==> src/rtl/thf_pkg.sv <==
package thf_pkg;

	localparam int SAMPLE_W = 16;
	localparam int THR_W = 15;
	localparam int MINLEN_W = 7;
	localparam int TIME_W = 6;
	localparam int PEAK_W = 15;
	localparam int SUM_W = 21;
	localparam int CFG_DATA_W = 15;
	localparam int CFG_IDX_W = 1;

	localparam int PACKET_LEN_DEF = 64;

	localparam logic [THR_W-1:0] THRESHOLD_RST = '0;
	localparam logic [MINLEN_W-1:0] MIN_LENGTH_RST = MINLEN_W'(1);
	localparam logic [SUM_W-1:0] SUM_MAX = '1;

	// Configuration register indexes.
	localparam logic [CFG_IDX_W-1:0] REG_THRESHOLD = 1'b0;
	localparam logic [CFG_IDX_W-1:0] REG_MIN_LENGTH = 1'b1;

	typedef struct packed {
		logic [TIME_W-1:0] start_time;
		logic [TIME_W-1:0] end_time;
		logic [TIME_W-1:0] peak_time;
		logic [PEAK_W-1:0] peak_value;
		logic [SUM_W-1:0] sum_value;
		logic hit_continues;
	} hit_t;

endpackage

==> src/rtl/thf_run_tracker.sv <==
module thf_run_tracker #(
	parameter int PACKET_LEN = thf_pkg::PACKET_LEN_DEF
) (
	input logic clk,
	input logic arst_n,
	input logic step,
	input logic signed [thf_pkg::SAMPLE_W-1:0] sample,
	input logic [thf_pkg::THR_W-1:0] threshold,
	input logic [thf_pkg::MINLEN_W-1:0] min_length,
	output logic hit_valid,
	output thf_pkg::hit_t hit
);

	localparam int POS_W = $clog2(PACKET_LEN);
	localparam int LEN_W = POS_W + 1;
	localparam int CMP_W = (LEN_W > thf_pkg::MINLEN_W) ? LEN_W : thf_pkg::MINLEN_W;
	localparam logic [POS_W-1:0] LAST_POS = POS_W'(PACKET_LEN - 1);

	logic [POS_W-1:0] position_q;
	logic in_run_q;
	logic [POS_W-1:0] run_start_q;
	logic [thf_pkg::PEAK_W-1:0] run_peak_q;
	logic [POS_W-1:0] run_peak_pos_q;
	logic [thf_pkg::SUM_W-1:0] run_sum_q;

	logic above;
	logic last;
	logic [thf_pkg::PEAK_W-1:0] v;
	logic [POS_W-1:0] nxt_start;
	logic [thf_pkg::PEAK_W-1:0] nxt_peak;
	logic [POS_W-1:0] nxt_peak_pos;
	logic [thf_pkg::SUM_W-1:0] nxt_sum;
	logic [thf_pkg::SUM_W:0] sum_wide;
	logic [POS_W-1:0] end_pos;
	logic [POS_W-1:0] src_start;
	logic [LEN_W-1:0] run_len;
	logic run_ends;
	logic long_enough;

	assign above = sample > $signed({1'b0, threshold});
	assign last = (position_q == LAST_POS);
	// Only meaningful when above, where the sample lies in 1..32767.
	assign v = sample[thf_pkg::PEAK_W-1:0];

	assign sum_wide = {1'b0, run_sum_q} + (thf_pkg::SUM_W + 1)'(v);

	always_comb begin
		if (!in_run_q) begin
			nxt_start = position_q;
			nxt_peak = v;
			nxt_peak_pos = position_q;
			nxt_sum = thf_pkg::SUM_W'(v);
		end else begin
			nxt_start = run_start_q;
			if (v > run_peak_q) begin
				nxt_peak = v;
				nxt_peak_pos = position_q;
			end else begin
				nxt_peak = run_peak_q;
				nxt_peak_pos = run_peak_pos_q;
			end
			nxt_sum = sum_wide[thf_pkg::SUM_W] ? thf_pkg::SUM_MAX : sum_wide[thf_pkg::SUM_W-1:0];
		end
	end

	// A run ends on the last sample of a packet or on the first sample at or below threshold.
	assign run_ends = (above && last) || (!above && in_run_q);
	assign end_pos = above ? position_q : position_q - POS_W'(1);
	assign src_start = above ? nxt_start : run_start_q;
	assign run_len = LEN_W'(end_pos) - LEN_W'(src_start) + LEN_W'(1);
	assign long_enough = !(CMP_W'(run_len) < CMP_W'(min_length));

	assign hit_valid = run_ends && long_enough;

	always_comb begin
		hit.start_time = thf_pkg::TIME_W'(src_start);
		hit.end_time = thf_pkg::TIME_W'(end_pos);
		hit.peak_time = thf_pkg::TIME_W'(above ? nxt_peak_pos : run_peak_pos_q);
		hit.peak_value = above ? nxt_peak : run_peak_q;
		hit.sum_value = above ? nxt_sum : run_sum_q;
		hit.hit_continues = above && last;
	end

	always_ff @(posedge clk or negedge arst_n) begin
		if (!arst_n) begin
			position_q <= '0;
			in_run_q <= 1'b0;
			run_start_q <= '0;
			run_peak_q <= '0;
			run_peak_pos_q <= '0;
			run_sum_q <= '0;
		end else if (step) begin
			position_q <= last ? '0 : position_q + POS_W'(1);
			in_run_q <= above && !last;
			if (above) begin
				run_start_q <= nxt_start;
				run_peak_q <= nxt_peak;
				run_peak_pos_q <= nxt_peak_pos;
				run_sum_q <= nxt_sum;
			end
		end
	end

endmodule

==> src/rtl/threshold_hit_finder.sv <==
// A sample item is held in the input register; when it ends a run, the run tracker's result
// is loaded into the output register, and a stall there can hold the sample item back.
// Throughput: one sample item per cycle; the input register, the run tracker and the
// output register form a two-stage pipeline that stalls only while a result waits.
// Reset (arst_n low, asynchronous) clears the packet position, the run state and both
// pipeline stages, and sets threshold to 0 and min_length to 1.
module threshold_hit_finder #(
	parameter int PACKET_LEN = thf_pkg::PACKET_LEN_DEF
) (
	input logic clk,
	input logic arst_n,
	input logic cfg_we,
	input logic [thf_pkg::CFG_IDX_W-1:0] cfg_index,
	input logic [thf_pkg::CFG_DATA_W-1:0] cfg_data,
	input logic in_valid,
	output logic in_ready,
	input logic signed [thf_pkg::SAMPLE_W-1:0] sample,
	output logic out_valid,
	input logic out_ready,
	output logic [thf_pkg::TIME_W-1:0] start_time,
	output logic [thf_pkg::TIME_W-1:0] end_time,
	output logic [thf_pkg::TIME_W-1:0] peak_time,
	output logic [thf_pkg::PEAK_W-1:0] peak_value,
	output logic [thf_pkg::SUM_W-1:0] sum_value,
	output logic hit_continues
);

	logic [thf_pkg::THR_W-1:0] threshold_q;
	logic [thf_pkg::MINLEN_W-1:0] min_length_q;

	logic valid_s1;
	logic signed [thf_pkg::SAMPLE_W-1:0] sample_s1;

	logic out_valid_q;
	thf_pkg::hit_t hit_q;

	logic advance;
	logic step;
	logic hit_valid;
	thf_pkg::hit_t hit;

	always_ff @(posedge clk or negedge arst_n) begin
		if (!arst_n) begin
			threshold_q <= thf_pkg::THRESHOLD_RST;
			min_length_q <= thf_pkg::MIN_LENGTH_RST;
		end else if (cfg_we) begin
			case (cfg_index)
				thf_pkg::REG_THRESHOLD: threshold_q <= cfg_data[thf_pkg::THR_W-1:0];
				thf_pkg::REG_MIN_LENGTH: min_length_q <= cfg_data[thf_pkg::MINLEN_W-1:0];
				default: ;
			endcase
		end
	end

	// The tracker may step unless a finished result is still waiting at the output.
	assign advance = !out_valid_q || out_ready;
	assign step = valid_s1 && advance;
	assign in_ready = !valid_s1 || advance;

	always_ff @(posedge clk or negedge arst_n) begin
		if (!arst_n) begin
			valid_s1 <= 1'b0;
		end else if (in_ready) begin
			valid_s1 <= in_valid;
		end
	end

	always_ff @(posedge clk) begin
		if (in_valid && in_ready) begin
			sample_s1 <= sample;
		end
	end

	thf_run_tracker #(
		.PACKET_LEN(PACKET_LEN)
	) u_tracker (
		.clk(clk),
		.arst_n(arst_n),
		.step(step),
		.sample(sample_s1),
		.threshold(threshold_q),
		.min_length(min_length_q),
		.hit_valid(hit_valid),
		.hit(hit)
	);

	always_ff @(posedge clk or negedge arst_n) begin
		if (!arst_n) begin
			out_valid_q <= 1'b0;
		end else if (step && hit_valid) begin
			out_valid_q <= 1'b1;
		end else if (out_ready) begin
			out_valid_q <= 1'b0;
		end
	end

	always_ff @(posedge clk) begin
		if (step && hit_valid) begin
			hit_q <= hit;
		end
	end

	assign out_valid = out_valid_q;
	assign start_time = hit_q.start_time;
	assign end_time = hit_q.end_time;
	assign peak_time = hit_q.peak_time;
	assign peak_value = hit_q.peak_value;
	assign sum_value = hit_q.sum_value;
	assign hit_continues = hit_q.hit_continues;

endmodule

==> config.mk <==
export PLATFORM = sky130hd
export DESIGN_NAME = threshold_hit_finder
export DESIGN_NICKNAME = d
export VERILOG_FILES = /design/src/rtl/thf_pkg.sv /design/src/rtl/thf_run_tracker.sv /design/src/rtl/threshold_hit_finder.sv
export SDC_FILE = /design/constraint.sdc
export NUM_CORES = 1
export LEC_CHECK = 0
export BUFFER_PORTS_ARGS = -buffer_cell sky130_fd_sc_hd__buf_2
export CAP_MARGIN = 10
export CELL_PAD_IN_SITES_DETAIL_PLACEMENT = 1
export CELL_PAD_IN_SITES_GLOBAL_PLACEMENT = 1
export CORE_ASPECT_RATIO = 0.9
export CORE_MARGIN = 2
export CORE_UTILIZATION = 47
export CTS_CLUSTER_DIAMETER = 200
export DETAILED_ROUTE_END_ITERATION = 10
export GPL_TIMING_DRIVEN = 0
export PLACE_DENSITY = 0.78
export SLEW_MARGIN = 20
export SYNTH_ARGS = -nofsm -noshare
export SYNTH_HDL_FRONTEND = slang
export SYNTH_SLANG_ARGS = --single-unit
==> constraint.sdc <==
create_clock -name clk -period 10.5 [get_ports clk]
set_input_delay 1.575 -clock clk [delete_from_list [all_inputs] [get_ports clk]]
set_output_delay 1.575 -clock clk [all_outputs]
set_load 0.02 [all_outputs]
==> metrics.yaml <==
clocking:
  clk_latency_ns: 0.43
  hold_buffers: 0
  cts_num_sinks: 150
  cts_buffers: 17
  cts_tree: "done"
  cts_max_level: 4
  cts.clk_slew.worst_paths_ns: 0.06
  cts_root_buf: "clkbuf_16"
  cts_resized: 0
  clockBufferDepth: 2
  cts_setup_buffers: 0
synthesis:
  synthCells: 748
  synthAdderAreaFrac_pct: 10.1
  synth_top_cell_by_area: "edfxtp_1"
  synth_edf_count: 71
  ys_async_sr_fraction_pct: 52.7
  netlist.area_leader.share_pct: 25.7
  synth-xor-area-share_pct: 1.79
  synth_area_um2: 8300
  ys_top_cells_by_area: "edfxtp_1 (26%), dfrtp_1 (24%), ha_1 (9.6%), mux2_2 (5.2%), o21ai_0 (3.6%)"
  synth_top_family_by_area: "compound AO/OA/AOI/OAI gates"
  synthTopCellsByCount: "dfrtp_1 (78), nand2_1 (76), edfxtp_1 (71), ha_1 (64), o21ai_0 (60)"
  synth_mux_area_share_pct: 8.85
  synth_compound_area_share_pct: 16.2
  ys_types: 64
  synthSimpleGateAreaFrac_pct: 9.49
  synth_warnings: 0
  syn_area_per_cell_um2: 11.1
  synth_ff_type: "dfrtp_1"
  synth-seq-cells: 150
  yosysSeqAreaShare_pct: 49.5
  synth_fp_nets: 851
  yosys.cell_count.top_type: "dfrtp_1"
power:
  p_leak_nw: 4.23
  ir_drop_mv: 0.144
  comb_power_share_pct: 45.8
  power_frac_seq_pct: 31.5
  powerDensity_nw_per_um2: 297
  switching_share_pct: 39.6
  p_int_mw: 1.75
  clockPowerShare_pct: 22.7
  switching_power_mw: 1.15
timing:
  slew_headroom_pct: 47.5
  fin_ws_ns: 3.89
  fin_worst_skew_ns: 0.00427
  rsz0062_at_grt: "false"
  max_freq_mhz: 151
  hold_viol: 0
  fin_crit_sh_pct: 63.0
  worst_pin_slew_ns: 0.783
  maxSlewViolCount: 0
  setup_viol: 0
  min_period_ns: 6.61
critical_path:
  worstSetupStartpointType: "flop"
  cp.arrival_ns: 6.74
  cp.required_ns: 10.63
  r2r-start: "sample_s1[10]"
  cp_max_fo: 11
  reg2regPathDepth: 22
  r2r-end: "sum_value[5]"
  path_class: "flop to flop"
  reg2reg_slack_ns: 3.89
  endpoint_kind: "flop"
global_routing:
  gr-total-overflow: 0
  track_usage_pct: 25.6
  grt_pass1_wl_um: 36300
  grt_pass1_vias: 6688
  antenna_found_initial: 0
  grt_max_degree: 49
floorplan:
  dieHeight_um: 130
  die_w_um: 144
  num_rows: 46
  start_util_pct: 47.6
  core_um2: 17400
  die_area_um2: 18700
  io_pins: 94
cells_and_area:
  design_area_um2: 9760
  final_core_util_pct: 56.0
  antennaDiodeCount: 0
  final_nets: 969
  drive_above_1_share_pct: 22.4
  syn_to_final_growth_pct: 17.6
hold_path:
  whs_path_depth: 1
  worstHoldEndpoint: "u_tracker.run_peak_pos_q[5]"
  min_from: "u_tracker.run_peak_pos_q[5]"
  hp-class: "flop to flop"
detailed_routing:
  detail_route.first_pass.iterations: 4
  ant_nets: 0
  wl_um: 22700
  first_iter_violations: 404
  drc: 0
  wl_per_cell_um: 20.3
  vias_per_cell: 5.74
  vias: 6418
status:
  status: "completed"
flow_run:
  drv_cap: 0
placed_design:
  hpwlAfterDp_um: 17000
  io_buffer_count: 93
  placed_area_um2: 9140
  gp_congestion: 0.895
  pre_cts_ws_ns: 4.00
## stage by stage
stage          setup TNS [ns]  hold WS (ns)  cells  power, mW
2_1_floorplan               0         0.454    748       1.85
3_3_place_gp            -6.17         0.463   1081       2.15
3_5_place_dp                0         0.477   1087       2.22
4_1_cts                     0         0.500   1119       2.91
5_1_grt                     0         0.523   1119       3.12
6_report                    0         0.503   1119       2.90
## state kept, by name (all words and copies together), names as in the netlist, 6 cells and up
register	count
sum_value	21
u_tracker.run_sum_q	21
sample_s1	16
peak_value	15
threshold_q	15
u_tracker.run_peak_q	15
min_length_q	7
end_time	6
peak_time	6
start_time	6
u_tracker.position_q	6
u_tracker.run_peak_pos_q	6
u_tracker.run_start_q	6
## worst max-delay path, cell delays in order, from the launching register on
cell      delay, ns
edfxtp_1       0.51
ha_1           0.38
nand4_1        0.19
nor4_1         0.68
nor3_2         0.13
o31ai_4        0.12
clkbuf_1       0.53
nand2_1        0.19
xnor2_1        0.19
ha_1           0.37
ha_1           0.31
a21o_1         0.16
a21oi_1        0.25
o21bai_1       0.10
a21oi_1        0.18
xor2_1         0.11
ha_1           0.32
a21o_1         0.13
a31oi_1        0.08
nor3_2         0.69
buf_6          0.24
buf_4          0.20
buf_4          0.23
## logic make-up after synthesis
group,after synthesis
AND/OR/NAND/NOR,164
AO/OA/AOI/OAI,204
multiplexers,66
flip-flops,150
adder cells (fa/ha/maj),66
buffers and inverters,81
XOR/XNOR,17
## layout make-up
cell class | count | area, um^2
clock buffers | 17 | 425
repair buffers | 99 | 529
fillers | 1888 | 7670
plain buffers | 34 | 158
inverters | 47 | 176
clock inverters | 15 | 201
well taps | 240 | 300
flip-flops and latches | 150 | 4110
multi-input cells | 517 | 3860
## cell usage in the layout, fill, tap and decap left out, drive strengths merged, types with 3 or more instances in the layout
cell and n:
clkinv 6, o211ai 6, a21oi 47, o21a 4, mux2i 7, inv 51, a211oi 10, nor4 4
bufinv 4, dfrtp 78, nand3 9, xor2 7, a211o 3, clkbuf 38, o22ai 8, and3 6
mux2 59, or3 4, a311oi 3, and2 3, ha 64, buf 112, o21ai 63, a21o 13
nor2 21, nor3 8, edfxtp 71, a31o 3, a31oi 6, xnor2 10, o31ai 17, o31a 5
nand4 12, a41o 3, nand2b 8, nor2b 7, nand2 76
## worst max-delay path by stage
stage | startpoint | end | slack, ns | depth (start not counted)
6_report | sample_s1[10] | sum_value[5] | 3.89 | 22
5_1_grt | sample_s1[10] | sum_value[8] | 3.55 | 22
4_1_cts | sample_s1[10] | sum_value[5] | 3.91 | 22
3_5_place_dp | sample_s1[10] | sum_value[6] | 4.00 | 22
3_3_place_gp | sample_s1[10] | sum_value[5] | -0.12 | 19
2_1_floorplan | sample_s1[13] | end_time[0] | 2.27 | 20
## power groups by stage
stage          logic [mW]  clock network [mW]  registers, mW
3_3_place_gp         1.23                   0          0.915
4_1_cts              1.33               0.668          0.911
6_report             1.33               0.658          0.913
2_1_floorplan       0.914                   0          0.936
3_5_place_dp         1.31                   0          0.919
5_1_grt              1.50               0.693          0.932
## routing by layer
layer	global-route usage (%)	routed length, um	vias up
li1	-	-	2996
met1	34.4	10600	3268
met2	43.3	11100	134
met3	3.85	705	20
met4	7.61	307	0
met5	0	0	-
No activity file was read; power rests on OpenSTA's default activity.
